File: config.mk
export PLATFORM = sky130hd
export DESIGN_NAME = modular_exponentiation
export DESIGN_NICKNAME = d
export VERILOG_FILES = /design/src/hdl/mexp_pkg.sv /design/src/hdl/modular_exponentiation.sv /design/src/hdl/mexp_lane.sv /design/src/hdl/mexp_dp.sv /design/src/hdl/mexp_ctrl.sv
export SDC_FILE = /design/constraint.sdc
export NUM_CORES = 1
export LEC_CHECK = 0
export ABC_AREA = 0
export BUFFER_PORTS_ARGS = -buffer_cell sky130_fd_sc_hd__buf_2
export CAP_MARGIN = 20
export CELL_PAD_IN_SITES_DETAIL_PLACEMENT = 1
export CELL_PAD_IN_SITES_GLOBAL_PLACEMENT = 2
export CORE_MARGIN = 2
export CORE_UTILIZATION = 43
export DETAILED_ROUTE_END_ITERATION = 6
export MAX_ROUTING_LAYER = met4
export PLACE_DENSITY = 0.89
export SLEW_MARGIN = 25
export SYNTH_ARGS = -nofsm -noshare
export SYNTH_HDL_FRONTEND = slang
export SYNTH_HIERARCHICAL = 1
export SYNTH_SLANG_ARGS = --single-unit
File: constraint.sdc
create_clock -name clk_i -period 9.95 [get_ports clk_i]
set_clock_uncertainty 0.2 [all_clocks]
set_input_delay 0.4975 -clock clk_i [delete_from_list [all_inputs] [get_ports clk_i]]
set_output_delay 0.4975 -clock clk_i [all_outputs]
set_load 0.05 [all_outputs]
File: src/hdl/mexp_pkg.sv
`default_nettype none
package mexp_pkg;

  // Fixed field widths of the request and result.
  localparam int unsigned BASE_W = 30;
  localparam int unsigned EXPONENT_W = 32;
  localparam int unsigned POWER_W = 30;
  localparam int unsigned MODULUS_W = 30;

  // Defaults for the top-level parameters.
  localparam int unsigned EXP_BITS_DEF = 32;
  localparam int unsigned MOD_BITS_DEF = 30;

  // Modulus after reset: 1e9+7.
  localparam logic [31:0] MODULUS_RESET = 32'd1000000007;

  typedef enum logic [5:0] {
    S_IDLE   = 6'b000001,
    S_REDUCE = 6'b000010,
    S_CHECK  = 6'b000100,
    S_MUL    = 6'b001000,
    S_COMMIT = 6'b010000,
    S_FIN    = 6'b100000
  } state_e;

  // Commands from the controller to the datapath.
  typedef struct packed {
    logic load;
    logic reduce_step;
    logic mul_start;
    logic mul_step;
    logic commit;
  } dp_cmd_t;

  // Status from the datapath to the controller.
  typedef struct packed {
    logic m_small;
    logic e_zero;
  } dp_status_t;

endpackage
`default_nettype wire

File: src/hdl/modular_exponentiation.sv
// Modular exponentiation: power = base ** exponent mod modulus.
// A request is taken at a rising edge where start is high and busy is low;
// base_i and exponent_i are sampled at that edge. busy stays high until the
// result has been delivered. The result appears on power_o with done_o high
// for exactly one cycle; the receiver cannot stall, so it must take it then.
// The modulus register is written with modulus_we_i/modulus_i and resets
// to 1000000007; the user must write it only while idle, which the block
// itself does not enforce. A modulus below 2 gives a power of 0 and skips
// all arithmetic, so done_o then rises in the cycle after the request.
// Otherwise the bit-serial modular multipliers set the pace: the base is
// first reduced one bit per cycle over its 30 bits; then each exponent bit,
// up to the highest set one and at most EXP_BITS of them, costs MOD_BITS
// doubling-add-reduce steps, with the multiply and the square running side
// by side in two lanes.
// busy drops the cycle after done_o, so a new request can follow then.
// Reset is asynchronous and active low; it returns the block to idle and
// restores the modulus.
`default_nettype none
module modular_exponentiation
  import mexp_pkg::*;
#(
  parameter int unsigned EXP_BITS = EXP_BITS_DEF,
  parameter int unsigned MOD_BITS = MOD_BITS_DEF
) (
  input  logic                  clk_i,
  input  logic                  rst_ni,
  input  logic                  start,
  output logic                  busy,
  input  logic [BASE_W-1:0]     base_i,
  input  logic [EXPONENT_W-1:0] exponent_i,
  output logic                  done_o,
  output logic [POWER_W-1:0]    power_o,
  input  logic                  modulus_we_i,
  input  logic [MODULUS_W-1:0]  modulus_i
);

  dp_cmd_t    cmd;
  dp_status_t status;

  // The controller sequences base reduction, then per exponent bit one
  // check, MOD_BITS multiply steps and a commit of the new accumulator.
  mexp_ctrl #(
    .MOD_BITS (MOD_BITS)
  ) u_ctrl (
    .clk_i    (clk_i),
    .rst_ni   (rst_ni),
    .start_i  (start),
    .status_i (status),
    .cmd_o    (cmd),
    .busy_o   (busy),
    .done_o   (done_o)
  );

  // The datapath holds the modulus, the exponent shifter, the accumulator,
  // the running base and the two modular multiply lanes.
  mexp_dp #(
    .EXP_BITS (EXP_BITS),
    .MOD_BITS (MOD_BITS)
  ) u_dp (
    .clk_i        (clk_i),
    .rst_ni       (rst_ni),
    .modulus_we_i (modulus_we_i),
    .modulus_i    (modulus_i),
    .base_i       (base_i),
    .exponent_i   (exponent_i),
    .cmd_i        (cmd),
    .status_o     (status),
    .power_o      (power_o)
  );

`ifndef SYNTHESIS
  // An accepted request always makes the block busy in the next cycle.
  a_accept_busy: assert property (@(posedge clk_i) disable iff (!rst_ni)
    start && !busy |=> busy)
    else $error("accepted request did not raise busy");

  // The result strobe is a single-cycle pulse and is followed by idle.
  a_done_pulse: assert property (@(posedge clk_i) disable iff (!rst_ni)
    done_o |=> !done_o && !busy)
    else $error("done strobe longer than one cycle or block not idle after it");

  // A result is only delivered while a request is in flight.
  a_done_busy: assert property (@(posedge clk_i) disable iff (!rst_ni)
    done_o |-> busy)
    else $error("result delivered while idle");
`endif

endmodule
`default_nettype wire

File: src/hdl/mexp_lane.sv
`default_nettype none
// One radix-2 step of an interleaved modular multiply: (2*r + add) mod m,
// with r and add both below m, so the sum stays below 3*m.
module mexp_lane #(
  parameter int unsigned W = 30
) (
  input  logic [W-1:0] r_i,
  input  logic [W-1:0] add_i,
  input  logic [W-1:0] m_i,
  output logic [W-1:0] r_o
);

  logic [W+1:0] sum;
  logic [W+1:0] m1;
  logic [W+1:0] m2;

  always_comb begin
    sum = {1'b0, r_i, 1'b0} + {2'b00, add_i};
    m1  = {2'b00, m_i};
    m2  = {1'b0, m_i, 1'b0};
    if (sum >= m2) begin
      r_o = W'(sum - m2);
    end else if (sum >= m1) begin
      r_o = W'(sum - m1);
    end else begin
      r_o = W'(sum);
    end
  end

endmodule
`default_nettype wire

File: src/hdl/mexp_dp.sv
`default_nettype none
module mexp_dp
  import mexp_pkg::*;
#(
  parameter int unsigned EXP_BITS = EXP_BITS_DEF,
  parameter int unsigned MOD_BITS = MOD_BITS_DEF
) (
  input  logic                  clk_i,
  input  logic                  rst_ni,
  input  logic                  modulus_we_i,
  input  logic [MODULUS_W-1:0]  modulus_i,
  input  logic [BASE_W-1:0]     base_i,
  input  logic [EXPONENT_W-1:0] exponent_i,
  input  dp_cmd_t               cmd_i,
  output dp_status_t            status_o,
  output logic [POWER_W-1:0]    power_o
);

  logic [MOD_BITS-1:0] m_q;
  logic [BASE_W-1:0]   base_sr_q;
  logic [EXP_BITS-1:0] e_q;
  logic [MOD_BITS-1:0] acc_q;
  logic [MOD_BITS-1:0] b_q;
  logic [MOD_BITS-1:0] op_q;
  logic [MOD_BITS-1:0] r1_q;
  logic [MOD_BITS-1:0] r2_q;

  logic [MOD_BITS-1:0] add1;
  logic [MOD_BITS-1:0] add2;
  logic [MOD_BITS-1:0] r1_d;
  logic [MOD_BITS-1:0] r2_d;

  // Lane 1 forms acc*b, lane 2 forms b*b; both scan the bits of b from the top.
  // During base reduction lane 2 shifts in the base one bit at a time.
  always_comb begin
    add1 = op_q[MOD_BITS-1] ? acc_q : '0;
    if (cmd_i.reduce_step) begin
      add2 = {{(MOD_BITS-1){1'b0}}, base_sr_q[BASE_W-1]};
    end else begin
      add2 = op_q[MOD_BITS-1] ? b_q : '0;
    end
  end

  mexp_lane #(.W(MOD_BITS)) u_lane1 (
    .r_i   (r1_q),
    .add_i (add1),
    .m_i   (m_q),
    .r_o   (r1_d)
  );

  mexp_lane #(.W(MOD_BITS)) u_lane2 (
    .r_i   (r2_q),
    .add_i (add2),
    .m_i   (m_q),
    .r_o   (r2_d)
  );

  always_ff @(posedge clk_i or negedge rst_ni) begin
    if (!rst_ni) begin
      m_q <= MOD_BITS'(MODULUS_RESET);
    end else if (modulus_we_i) begin
      m_q <= MOD_BITS'(modulus_i);
    end
  end

  always_ff @(posedge clk_i) begin
    if (cmd_i.load) begin
      base_sr_q <= base_i;
      e_q       <= EXP_BITS'(exponent_i);
      acc_q     <= status_o.m_small ? '0 : MOD_BITS'(1);
      r2_q      <= '0;
    end
    if (cmd_i.reduce_step) begin
      r2_q      <= r2_d;
      base_sr_q <= {base_sr_q[BASE_W-2:0], 1'b0};
    end
    if (cmd_i.mul_start) begin
      b_q  <= r2_q;
      op_q <= r2_q;
      r1_q <= '0;
      r2_q <= '0;
    end
    if (cmd_i.mul_step) begin
      r1_q <= r1_d;
      r2_q <= r2_d;
      op_q <= {op_q[MOD_BITS-2:0], 1'b0};
    end
    if (cmd_i.commit) begin
      if (e_q[0]) begin
        acc_q <= r1_q;
      end
      e_q <= e_q >> 1;
    end
  end

  assign status_o.m_small = (m_q < MOD_BITS'(2));
  assign status_o.e_zero  = (e_q == '0);
  assign power_o          = POWER_W'(acc_q);

endmodule
`default_nettype wire

File: src/hdl/mexp_ctrl.sv
`default_nettype none
module mexp_ctrl
  import mexp_pkg::*;
#(
  parameter int unsigned MOD_BITS = MOD_BITS_DEF
) (
  input  logic       clk_i,
  input  logic       rst_ni,
  input  logic       start_i,
  input  dp_status_t status_i,
  output dp_cmd_t    cmd_o,
  output logic       busy_o,
  output logic       done_o
);

  localparam int unsigned CNT_MAX = (BASE_W > MOD_BITS) ? BASE_W : MOD_BITS;
  localparam int unsigned CNT_W = $clog2(CNT_MAX + 1);

  state_e           state_q, state_d;
  logic [CNT_W-1:0] cnt_q, cnt_d;
  logic             cnt_last;

  assign cnt_last = (cnt_q == CNT_W'(1));

  always_comb begin
    state_d = state_q;
    cnt_d   = cnt_q;
    cmd_o   = '0;
    case (state_q)
      S_IDLE: begin
        if (start_i) begin
          cmd_o.load = 1'b1;
          cnt_d      = CNT_W'(BASE_W);
          state_d    = status_i.m_small ? S_FIN : S_REDUCE;
        end
      end
      S_REDUCE: begin
        cmd_o.reduce_step = 1'b1;
        cnt_d             = cnt_q - CNT_W'(1);
        if (cnt_last) begin
          state_d = S_CHECK;
        end
      end
      S_CHECK: begin
        if (status_i.e_zero) begin
          state_d = S_FIN;
        end else begin
          cmd_o.mul_start = 1'b1;
          cnt_d           = CNT_W'(MOD_BITS);
          state_d         = S_MUL;
        end
      end
      S_MUL: begin
        cmd_o.mul_step = 1'b1;
        cnt_d          = cnt_q - CNT_W'(1);
        if (cnt_last) begin
          state_d = S_COMMIT;
        end
      end
      S_COMMIT: begin
        cmd_o.commit = 1'b1;
        state_d      = S_CHECK;
      end
      S_FIN: begin
        state_d = S_IDLE;
      end
      default: begin
        state_d = S_IDLE;
      end
    endcase
  end

  always_ff @(posedge clk_i or negedge rst_ni) begin
    if (!rst_ni) begin
      state_q <= S_IDLE;
      cnt_q   <= '0;
    end else begin
      state_q <= state_d;
      cnt_q   <= cnt_d;
    end
  end

  assign busy_o = (state_q != S_IDLE);
  assign done_o = (state_q == S_FIN);

endmodule
`default_nettype wire

; Yosys cells after proc, flatten, opt, wreduce, memory -nomap -nowiden
; Cells that the tools add are included.
[totals]
wordCells = 85
input_bits = 96
out_inout_bits = 32
reg_bits = 253
[op_classes]
magnitude_cmp = 5
addsub = 7
n_reduce_logical = 9
n_mux = 39
eq_ne = 12
[op_table]
columns = cell, count
row1 = $mux W30, 20
row2 = $sub A30 B30 Y30, 4
row3 = $add A31 B30 Y32, 2
row4 = $ge A32 B30 Y1, 2
row5 = $ge A32 B31 Y1, 2
row6 = $mux W31, 2
row7 = $logic_not A32 Y1, 1
row8 = $lt A30 B2 Y1 const B, 1
row9 = $mux W6, 5
row10 = $pmux W6 S5, 1
row11 = $pmux W5 S3, 1
row12 = $mux W5, 2
row13 = $mux W1, 8
row14 = $eq A6 B1 Y1 const B, 1
row15 = $eq A6 B2 Y1 const B, 1
row16 = $eq A6 B3 Y1 const B, 1
row17 = $eq A6 B4 Y1 const B, 1
row18 = $eq A6 B5 Y1 const B, 1
row19 = $eq A6 B6 Y1 const B, 1
row20 = $ne A6 B1 Y1 const B, 1
row21 = $reduce_and A3 Y1, 2
row22 = $reduce_bool A2 Y1, 3
row23 = $eq A5 B1 Y1 const B, 1
row24 = $sub A5 B1 Y5 const B, 1
row25 = other kinds (5), 7

; Longest topological paths before layout
; Gate-level depths: netlist of run 1.
[depth]
depth_word = 10
ltp_mapped = 29

; Modules after synthesis
; Netlist of run 1, hierarchy kept.
[modules_own_cells]
columns = module, seq_area_each_um2, instances, cells_each, area_per_inst_um2
row1 = mexp_dp, 6806.5, 1, 656, 9623.0
row2 = mexp_lane (u_dp.u_lane1), 0.0, 1, 789, 5547.8
row3 = mexp_lane (u_dp.u_lane2), 0.0, 1, 747, 5246.3
row4 = mexp_ctrl, 276.5, 1, 80, 784.5

; Worst setup path before layout of run 1
; No wires, ideal clock.
[synth_timing]
path_type = register to register
start = register u_ctrl.state_q[3]
end = register u_dp.r2_q[29] (data pin)
t_arrival_ns = 5.883
stages_incl_launch_ff = 30
setup_ns = 0.257
slack_ns = 3.610
cell_sequence = dfrtp_1 > buf_6 > nor4b_1 > nor3b_1 > buf_2 > nor2b_1 > clkbuf_1 > and2_1 > ha_1 > fa_1 > a21o_1 > a31oi_1 > nor3_1 > o21a_1 > o21ai_0 > a21oi_1 > xnor2_1 > ha_1 > a21oi_2 > o21ai_1 > or3_4 > a2111oi_4 > nor2_2 > o2111a_1 > or3_1 > buf_2 > buf_6 > o21a_1 > o311a_1 > nor2b_1
[synth_rtl]
columns = element, line_no
row1 = "start, declared", mexp_ctrl.sv:19  ; state_e state_q, state_d;
row2 = "start signal, assigned", mexp_ctrl.sv:78  ; state_q <= state_d;
row3 = "end signal, assigned", mexp_dp.sv:74  ; r2_q <= r2_d;
row4 = "end signal, assigned", mexp_dp.sv:85  ; r2_q <= r2_d;
row5 = "end, declared", mexp_dp.sv:26  ; logic [MOD_BITS-1:0] r2_q;

==> reports/qor.csv, run 1 <==
stage,metric,value,unit
clocking,postCtsSetupRepairBufs,0,
clocking,cts_resized,0,
clocking,cts_buffers,30,
critical_path,crit_required,10.06,ns
place,place_area,0.0223,mm^2
power_and_ir_drop,power.leakage,10.1,nW
floorplan,design.core.area,0.0488,mm^2
place,gp_congestion,0.953,
clocking,cts_hold_buffers,63,
logic_synthesis,synth_top_area_share,25.4,%
sta,rsz0062_at_grt,no,
logic_synthesis,synth_edf_count,179,
global_route,gr-total-overflow,0,
critical_path,crit_fanout,35,
worst_hold_path,min_path_cells,2,
sta,report.final.setup_viol,0,
layout,area_growth_syn_to_layout,13.4,%
sta,post-route-period-util,79.1,%
flow_run,max_cap_violations,0,
place,dp_hpwl,49100,um
logic_synthesis,ys.flop_type,edfxtp_1,
detailed_routing,routed_via_density,5.84,
clocking,cts_root_buf,clkbuf_16,
critical_path,critPathArrivalTime,7.99,ns
floorplan,core.rowCount,81,
logic_synthesis,synth_area,0.0212,mm^2
critical_path,reg2reg_slack,2.08,ns
power_and_ir_drop,peakVddDrop,0.187,mV
clocking,cts_sinks,253,
power_and_ir_drop,p_per_area,352,mW/mm^2
critical_path,worstReg2RegEnd,u_dp/r2_q[18],
layout,layout-drive-gt1-share,13.7,%
logic_synthesis,yosysSeqAreaShare,33.4,%
logic_synthesis,ys_warn_count,6,
floorplan,initial_utilization,43.4,%
global_route,grt_pass1_wl,104000,um
critical_path,worstRegToRegCells,27,
detailed_routing,vias,18200,
detailed_routing,dr.pass1.iters,5,
floorplan,die_w,226,um
critical_path,worstSetupEndpointType,register,
clocking,clk_pin_slew,0.07,ns
detailed_routing,drc,0,
logic_synthesis,synth_common_cells,"185 x nand2_1, 180 x ha_1, 179 x edfxtp_1, 150 x a21oi_1, 136 x o21ai_0",
critical_path,critPathLaunchType,register,
outcome,outcome,"complete, no violations",
logic_synthesis,synth_area_leaders,"edfxtp_1 25%, ha_1 11%, a21oi_1 3.5%, xnor2_1 3.5%, mux2_2 3.3%",
floorplan,num_io_pins,128,
place,port_buffers,127,
detailed_routing,wl_per_cell,21.2,um
sta,period_needed,7.87,ns
logic_synthesis,ys_types,99,
sta,finalHoldViolCount,0,
logic_synthesis,syn_nets,2554,
global_route,grt_usage,26.3,%
critical_path,critPathKind,register to register,
critical_path,startpoint,u_ctrl/state_q[3],
global_route,grt_max_degree,65,
sta,drv_slew,0,
logic_synthesis,yosysMostFrequentCell,nand2_1,
sta,slew_headroom,44.5,%
floorplan,dieHeight,226,um
logic_synthesis,syn_area_per_cell,9.33,um^2
global_route,antenna_found_initial,6,
critical_path,reg2reg_from,u_ctrl/state_q[3],
layout,finalInstanceArea,0.0241,mm^2
worst_hold_path,hp-start,exponent_i[0],
worst_hold_path,hold_end,u_dp/e_q[0],
clocking,htree_num_levels,1,
clocking,cts_tree,done,
logic_synthesis,synth-seq-cells,253,
detailed_routing,antenna_left,0,
sta,max_freq,0.127,GHz
detailed_routing,drt_wl_total,66100,um
logic_synthesis,yosys.area.top_type,edfxtp_1,
detailed_routing,drt-initial-drc-count,1137,
logic_synthesis,postSynthCellCount,2272,
sta,worst_pin_slew,0.832,ns
worst_hold_path,hold_path.class,primary input to register,
clocking,clk_path_buf_depth,3,
sta,final.setup.tns,0,ns
layout,final_nets,2702,
floorplan,fp.dieArea,0.0511,mm^2
global_route,grt_pass1_vias,19100,
logic_synthesis,ys_async_sr_fraction,16.2,%
clocking,clk_latency,0.58,ns
layout by cell type (no fill, tap or decap), types with 54 or more instances in the layout:
cell type / instances
a22o_1: 61
nor2_1: 119
nand2_1: 185
and2_1: 104
nor2b_1: 54
dlygate4sd3_1: 63
xnor2_1: 85
edfxtp_1: 179
ha_1: 180
mux2i_1: 66
inv_1: 115
a21oi_1: 149
a21o_1: 70
buf_2: 126
o21ai_0: 136
mux2_2: 62
worst max-delay path by stage:
stage                                to  slack (ns)  depth (start not counted)
after floorplan           u_dp/r2_q[29]        3.61                         29
after global placement    u_dp/r2_q[22]        2.56                         27
after detailed placement  u_dp/r2_q[29]        2.31                         27
after CTS                 u_dp/r2_q[29]        2.22                         27
after global routing       u_dp/r2_q[8]        1.54                         27
final                     u_dp/r2_q[18]        2.08                         27
power by group:
| group | leakage, nW | internal [mW] | switching, mW |
|---|---|---|---|
| registers | 2.40 | 1.50 | 0.199 |
| clock network | 0.513 | 0.722 | 0.475 |
| logic | 7.16 | 2.29 | 3.28 |
state kept, by name, indices dropped and copies added (netlist names):
signal / count
u_dp/b_q: 30
u_ctrl/cnt_q: 5
u_dp/m_q: 30
u_dp/r2_q: 30
u_ctrl/state_q: 6
u_dp/base_sr_q: 30
u_dp/r1_q: 30
u_dp/e_q: 32
u_dp/power_o: 30
u_dp/op_q: 30
logic make-up after synthesis:
kind of cell               synth area share, %
buffers and inverters                     4.46
DFF                                       33.4
and+or+nand+nor                           17.4
adders and majority gates                 11.2
muxes                                     6.41
AOI/OAI and AO/OA                         21.8
xor gates and xnor gates                  5.33
per-stage QoR:
step                worst slack, ns  power [mW]  std cells  util, %  hold WS, ns
floorplan                      3.61        5.87       2272        -      0.00191
global placement               2.56        6.93       2988     45.7        0.261
detailed placement             2.31        7.16       2989     45.7        0.269
CTS                            2.22        8.41       3108     49.2     0.000681
global route                   1.54        9.12       3115     49.2       0.0120
finish                         2.08        8.46       3115     49.2       0.0194
worst max-delay path, stage by stage (launching register included):
cell       delay (ns)
dfrtp_1          0.50
nor4b_1          0.49
nor3b_2          0.24
buf_4            0.41
nor2b_1          0.13
buf_4            0.24
and2_1           0.19
ha_1             0.22
fa_1             0.42
a21o_1           0.20
a31oi_1          0.22
nor3_1           0.15
o21a_1           0.24
o21ai_0          0.21
a21oi_1          0.11
xnor2_1          0.35
ha_1             0.38
a21oi_2          0.15
o21ai_1          0.12
or3_4            0.41
a2111oi_4        0.35
nor2_2           0.11
o2111a_1         0.27
or3_1            0.35
buf_4            0.31
nor2b_1          0.21
o31a_1           0.23
nor2b_1          0.12
layer usage:
layer / up-vias / global-route usage [%] / part of all wire [%]
met1: 9041 / 34.1 / 46
met3: 92 / 1.81 / 3.2
met2: 330 / 44.6 / 49
met5: - / - / 0
met4: 0 / 7.17 / 2.5
li1: 8725 / - / -
layout make-up:
class	count	area, um^2
antenna	7	17.5
clock buffer	37	830
clock inverter	19	235
fill	5622	24800
inverter	117	439
multi-input combinational	1813	13200
sequential	253	7080
tap	664	831
timing repair buffer	205	1400
Power figures use the tool's default switching activity.
==> inputs of run 2 (changes only) <==
Settings changed: CORE_UTILIZATION 43 to 40, PLACE_DENSITY 0.89 to 0.84.
Clock period 9.95 ns to 8 ns, I/O delays scaled along.
==> reports/qor.csv, run 2 (same netlist as run 1, synthesis figures left out) <==
stage,metric,value,unit,change
critical_path,path_common_cell,nor2b_1,,
layout,finalInstanceArea,0.0244,mm^2,+1.2%
place,dp_hpwl,48700,um,-0.78%
floorplan,die_w,234,um,+3.6%
sta,worst_pin_slew,0.855,ns,+0.0234 ns
place,port_buffers,127,,unchanged
power_and_ir_drop,p_per_area,429,mW/mm^2,+22%
global_route,grt_pass1_wl,104000,um,-0.56%
clocking,clk_pin_slew,0.06,ns,about the same
clocking,cts_root_buf,clkbuf_16,,
sta,slew_headroom,43.0,%,-1.6 points
detailed_routing,drt-initial-drc-count,1088,,-4.3%
layout,largest_register_ffs,32,,unchanged
sta,report.final.setup_viol,0,,unchanged
sta,period_needed,7.29,ns,-0.585 ns
layout,layout-drive-gt1-share,13.2,%,-0.45 points
power_and_ir_drop,p_int,5.60,mW,+24%
clocking,cts_buffers,30,,unchanged
global_route,grt_usage,24.5,%,-1.8 points
critical_path,crit_required,8.11,ns,-1.95 ns
critical_path,critPathArrivalTime,7.39,ns,-0.60 ns
sta,rsz0062_at_grt,no,,
critical_path,worstSetupEndpointType,register,,
detailed_routing,wl_per_cell,21.0,um,-1.1%
power_and_ir_drop,p_clk_share,14.0,%,about the same
critical_path,crit_fanout,32,,-8.6%
detailed_routing,drc,0,,unchanged
clocking,clk_latency,0.58,ns,about the same
power_and_ir_drop,power.switching,4.84,mW,+23%
place,gp_congestion,0.928,,-2.7%
layout,layout_commonest_cell,nand2_1,,
critical_path,critPathKind,register to register,,
floorplan,design.core.area,0.0524,mm^2,+7.4%
global_route,grt_pass1_vias,18800,,-1.7%
clocking,cts_sinks,253,,unchanged
critical_path,critPathLaunchType,register,,
clocking,cts_hold_buffers,94,,+49%
detailed_routing,routed_via_density,5.75,,-1.6%
layout,area_growth_syn_to_layout,14.9,%,
floorplan,fp.dieArea,0.0549,mm^2,+7.4%
place,place_area,0.0223,mm^2,about the same
sta,finalHoldViolCount,0,,unchanged
clocking,clk_path_buf_depth,3,,unchanged
place,post-place-ws,0.788,ns,-1.52 ns
sta,post-route-period-util,91.1,%,+12 points
power_and_ir_drop,comb_power_share,65.8,%,about the same
layout,largest-register,u_dp/e_q,,
detailed_routing,drt_wl_total,66500,um,+0.56%
sta,worst_slack,0.714,ns,-1.36 ns
clocking,cts_tree,done,,
sta,max_freq,0.137,GHz,+8.0%
floorplan,core.rowCount,84,,+3.7%
power_and_ir_drop,p_sw_share,46.4,%,-0.33 points
floorplan,dieHeight,234,um,+3.6%
critical_path,slowest_delay,0.50,ns,about the same
power_and_ir_drop,seqPwrFrac,20.2,%,about the same
sta,final.setup.tns,0,ns,unchanged
layout,layout_common_cells,"185 x nand2_1, 180 x ha_1, 179 x edfxtp_1",,
detailed_routing,antenna_left,0,,unchanged
global_route,grt_max_degree,64,,-1.5%
worst_hold_path,hold_path.class,primary input to asynchronous set/reset pin,,
power_and_ir_drop,peakVddDrop,0.302,mV,+62%
sta,drv_slew,0,,unchanged
critical_path,crit_path_top_delay_cell,dfrtp_1,,
floorplan,num_io_pins,128,,unchanged
clocking,postCtsSetupRepairBufs,0,,unchanged
clocking,htree_num_levels,1,,unchanged
outcome,outcome,"complete, no violations",,
power_and_ir_drop,power,10.4,mW,+23%
flow_run,max_cap_violations,0,,unchanged
floorplan,initial_utilization,40.4,%,-3.0 points
power_and_ir_drop,power.leakage,10.2,nW,+1.2%
global_route,antenna_found_initial,6,,unchanged
clocking,cts_resized,0,,unchanged
layout,final_nets,2733,,+1.1%
global_route,gr-total-overflow,0,,unchanged
detailed_routing,dr.pass1.iters,5,,unchanged
detailed_routing,vias,18200,,+0.12%
## run 2: changes by cell type in the layout (fill, tap and decap cells not counted), moves of 2 or more
cell | before | now
clkinvlp_4 | 4 | 1
clkbuf_1 | 4 | 8
dlygate4sd3_1 | 63 | 94
diode_2 | 7 | 5
clkinv_1 | 3 | 6
clkinv_2 | 6 | 4
## run 2: stage by stage
step                      hold WS, ns  utilization (%)  cells
after floorplan               -0.0956                -   2272
after global placement          0.261             42.6   3012
after detailed placement        0.275             42.6   3012
after CTS                       0.285             46.3   3162
after global routing            0.181             46.4   3168
final                           0.161             46.4   3168
## run 2: power groups by stage
stage          Clock, mW  Combinational (mW)  Sequential, mW
6_report            1.46                6.87            2.11
4_1_cts             1.48                6.80            2.09
2_1_floorplan          0                5.27            2.02
3_3_place_gp           0                6.56            2.10
3_5_place_dp           0                6.73            2.11
5_1_grt             1.53                7.60            2.14
## run 2: routing by layer
| metal | up-vias | track usage [%] | routed length [um] |
|---|---|---|---|
| met5 | - | - | 0 |
| met4 | 0 | 6.63 | 1690 |
| met3 | 87 | 1.92 | 1980 |
| met2 | 294 | 41.2 | 31900 |
| met1 | 9013 | 31.8 | 30900 |
| li1 | 8816 | - | - |
## run 2: final timing paths
check	from	endpoint	slack, ns	depth (start not counted)
max in group asynchronous	rst_ni	u_dp/m_q[17]	7.02	2
worst min register to register	u_dp/power_o[19]	u_dp/power_o[19]	0.28	2
min in group clk_i	u_dp/power_o[19]	u_dp/power_o[19]	0.28	2
worst min-delay path	rst_ni	u_ctrl/state_q[1]	0.16	2
worst max register to register	u_ctrl/state_q[3]	u_dp/r2_q[29]	0.71	25
worst max-delay path	u_ctrl/state_q[3]	u_dp/r2_q[29]	0.71	25
## run 2: area by class of cell
cell class              count  area [um^2]
diodes                      5         12.5
clock buffers              41          833
clock inverters            15          196
fillers                  5988        28100
inverters                 117          439
multi-input cells        1813        13200
flip-flops and latches    253         7080
well taps                 688          861
repair buffers            236         1710
## run 2: worst max-delay path: cells and delay by family, from the launching register on
kind            cells  cell delay [ns]
simple gates       11             2.86
buf+inv             2             0.51
compound gates      9             1.84
xor+xnor            1             0.34
flops               1             0.50
fa+ha+maj           2             0.73
==> inputs of run 3 (changes only) <==
Settings changed: ABC_AREA 0 to 1, CORE_UTILIZATION 40 to 35, PLACE_DENSITY 0.84 to 0.83, SKIP_CTS_REPAIR_TIMING from default to 1.
==> reports/qor.csv, run 3 <==
stage,metric,value,unit,change
power_and_ir_drop,comb_power_share,66.8,%,+1.0 points
flow_run,max_cap_violations,0,,unchanged
logic_synthesis,yosys.area.top_type,edfxtp_1,,
layout,largest-register,u_dp/e_q,,
global_route,grt_max_degree,62,,-3.1%
logic_synthesis,synth_top_area_share,22.7,%,-2.7 points
place,dp_hpwl,68800,um,+41%
layout,largest_register_ffs,32,,unchanged
critical_path,slowest_delay,0.62,ns,+0.12 ns
detailed_routing,antenna_left,0,,unchanged
critical_path,path_buf_inv,4,,+2
power_and_ir_drop,p_int,4.82,mW,-14%
clocking,htree_num_levels,1,,unchanged
detailed_routing,vias,23200,,+28%
layout,diodes,0,,-5
clocking,clk_path_buf_depth,3,,unchanged
layout,area_growth_syn_to_layout,13.9,%,
critical_path,crit_path_top_delay_cell,and3_2,,
sta,period_needed,6.10,ns,-1.19 ns
sta,max_freq,0.164,GHz,+19%
sta,report.final.setup_viol,0,,unchanged
critical_path,critPathKind,register to register,,
power_and_ir_drop,seqPwrFrac,19.8,%,-0.4 points
detailed_routing,wl_per_cell,18.2,um,-13%
power_and_ir_drop,peakVddDrop,0.202,mV,-33%
logic_synthesis,ys_types,56,,-43%
floorplan,initial_utilization,35.3,%,-5.1 points
clocking,clk_latency,0.60,ns,+0.02 ns
layout,layout_common_cells,"1235 x nand2_1, 533 x inv_1, 317 x nor2_1",,
global_route,grt_pass1_vias,23000,,+23%
logic_synthesis,ys_async_sr_fraction,16.2,%,unchanged
place,port_buffers,127,,unchanged
power_and_ir_drop,p_sw_share,53.4,%,+7.0 points
clocking,clk_pin_slew,0.06,ns,about the same
clocking,cts_tree,done,,
logic_synthesis,synth_edf_count,179,,unchanged
layout,layout-drive-gt1-share,7.30,%,-5.9 points
sta,slew_headroom,43.6,%,+0.58 points
critical_path,path_delay_family,simple AND/OR/NAND/NOR gates,,
clocking,cts_buffers,31,,+3.3%
critical_path,worstSetupEndpointType,register,,
critical_path,critPathLaunchType,register,,
critical_path,crit_required,8.10,ns,about the same
power_and_ir_drop,p_clk_share,13.4,%,-0.6 points
place,gp_congestion,0.912,,-1.7%
logic_synthesis,ys.flop_type,edfxtp_1,,
power_and_ir_drop,power,10.3,mW,-0.97%
floorplan,num_io_pins,128,,unchanged
floorplan,fp.dieArea,0.0698,mm^2,+27%
sta,finalHoldViolCount,0,,unchanged
logic_synthesis,synth-seq-cells,253,,unchanged
logic_synthesis,ys_warn_count,6,,unchanged
sta,worst_slack,1.90,ns,+1.19 ns
power_and_ir_drop,power.switching,5.52,mW,+14%
logic_synthesis,syn_area_per_cell,6.62,um^2,-29%
power_and_ir_drop,p_per_area,383,mW/mm^2,-11%
clocking,cts_root_buf,clkbuf_16,,
logic_synthesis,synth_area,0.0237,mm^2,+12%
logic_synthesis,synth_area_leaders,"edfxtp_1 23%, nand2_1 20%, ha_1 9.5%, inv_1 8.5%, nand3_1 6.4%",,
global_route,grt_pass1_wl,131000,um,+26%
sta,post-route-period-util,76.2,%,-15 points
worst_hold_path,hold_path.class,primary input to register,,
floorplan,dieHeight,264,um,+13%
detailed_routing,drc,0,,unchanged
global_route,gr-total-overflow,0,,unchanged
critical_path,path_common_cell,nand2_1,,
logic_synthesis,yosysMostFrequentCell,nand2_1,,
critical_path,crit_fanout,30,,-6.3%
sta,final.setup.tns,0,ns,unchanged
place,placed_cells,4516,,+50%
sta,drv_slew,0,,unchanged
detailed_routing,routed_via_density,4.98,,-13%
power_and_ir_drop,power.leakage,14.3,nW,+41%
global_route,antenna_found_initial,1,,-5
detailed_routing,drt-initial-drc-count,1471,,+35%
place,post-place-ws,1.93,ns,+1.14 ns
layout,final_nets,4051,,+48%
clocking,cts_sinks,253,,unchanged
layout,final_util,40.2,%,-6.2 points
detailed_routing,drt_wl_total,84800,um,+28%
floorplan,die_w,264,um,+13%
critical_path,critPathArrivalTime,6.20,ns,-1.19 ns
floorplan,core.rowCount,95,,+13%
sta,rsz0062_at_grt,no,,
global_route,grt_usage,24.3,%,-0.21 points
logic_synthesis,yosysSeqAreaShare,29.9,%,-3.5 points
floorplan,design.core.area,0.0670,mm^2,+28%
sta,worst_pin_slew,0.847,ns,-0.00870 ns
layout,layout_commonest_cell,nand2_1,,
logic_synthesis,synth_common_cells,"1236 x nand2_1, 534 x inv_1, 319 x nor2_1, 304 x nand3_1, 185 x a21oi_1",,
logic_synthesis,postSynthCellCount,3580,,+58%
layout,fin_cells,4666,,+47%
detailed_routing,dr.pass1.iters,5,,unchanged
logic_synthesis,syn_nets,3862,,+51%
outcome,outcome,"complete, no violations",,
-- run 3: cell count changes after synthesis, moves of 61 or more --
cell	before	now
inv_1	116	534
nand3_1	44	304
nand2_1	185	1236
and2_1	104	9
mux2i_1	66	0
a22o_1	61	0
nor2_1	121	319
-- run 3: logic make-up after synthesis --
family	share of synthesized area [%]
buf+inv	10.9
flops	29.9
simple gates	34.9
compound gates	9.01
xor+xnor	4.81
mux	0.475
fa+ha+maj	10.0
-- run 3: power groups by stage --
stage | registers, mW | logic, mW | clock network (mW)
floorplan | 1.98 | 4.90 | 0
global placement | 2.06 | 6.75 | 0
detailed placement | 2.07 | 6.78 | 0
CTS | 2.04 | 6.81 | 1.43
global route | 2.07 | 7.77 | 1.47
finish | 2.05 | 6.91 | 1.38
-- run 3: final timing paths --
| check | to | cells after the start | slack (ns) | start |
|---|---|---|---|---|
| worst max-delay path | u_dp/r2_q[0] | 29 | 1.90 | u_ctrl/state_q[4] |
| max in group asynchronous | u_dp/m_q[10] | 3 | 6.88 | rst_ni |
| worst min-delay path | u_ctrl/state_q[0] | 4 | 0.03 | start |
| worst max register to register | u_dp/r2_q[0] | 29 | 1.90 | u_ctrl/state_q[4] |
| worst min register to register | u_dp/e_q[31] | 2 | 0.28 | u_dp/e_q[31] |
| min in group asynchronous | u_ctrl/cnt_q[4] | 3 | 0.24 | rst_ni |
-- run 3: final cells by class --
| class | instances | area [um^2] |
|---|---|---|
| multi-input cells | 2695 | 14000 |
| flip-flops and latches | 253 | 7080 |
| repair buffers | 239 | 1710 |
| well taps | 873 | 1090 |
| inverters | 549 | 2070 |
| fillers | 8747 | 40100 |
| clock inverters | 16 | 138 |
| clock buffers | 41 | 833 |
-- run 3: routing by layer --
| metal | up-vias | share of wire [%] | GRT usage [%] |
|---|---|---|---|
| li1 | 11800 | - | - |
| met1 | 11000 | 53 | 36.5 |
| met2 | 366 | 43 | 36.0 |
| met3 | 82 | 2.8 | 1.46 |
| met4 | 0 | 1.8 | 4.62 |
| met5 | - | 0 | - |
-- run 3: worst register-to-register path: cells and delay by family, from the launching register on --
kind,cells,cell delay (ns)
simple gates,17,2.41
buf+inv,4,0.57
fa+ha+maj,3,1.03
flops,1,0.42
xor+xnor,1,0.30
compound gates,4,0.89
-- run 3: metrics by stage --
stage	area, um^2	hold slack [ns]
CTS	26000	-0.301
detailed placement	25100	0.273
finish	27000	0.0341
floorplan	23700	-0.0956
global placement	25100	0.259
global route	27000	0.0427
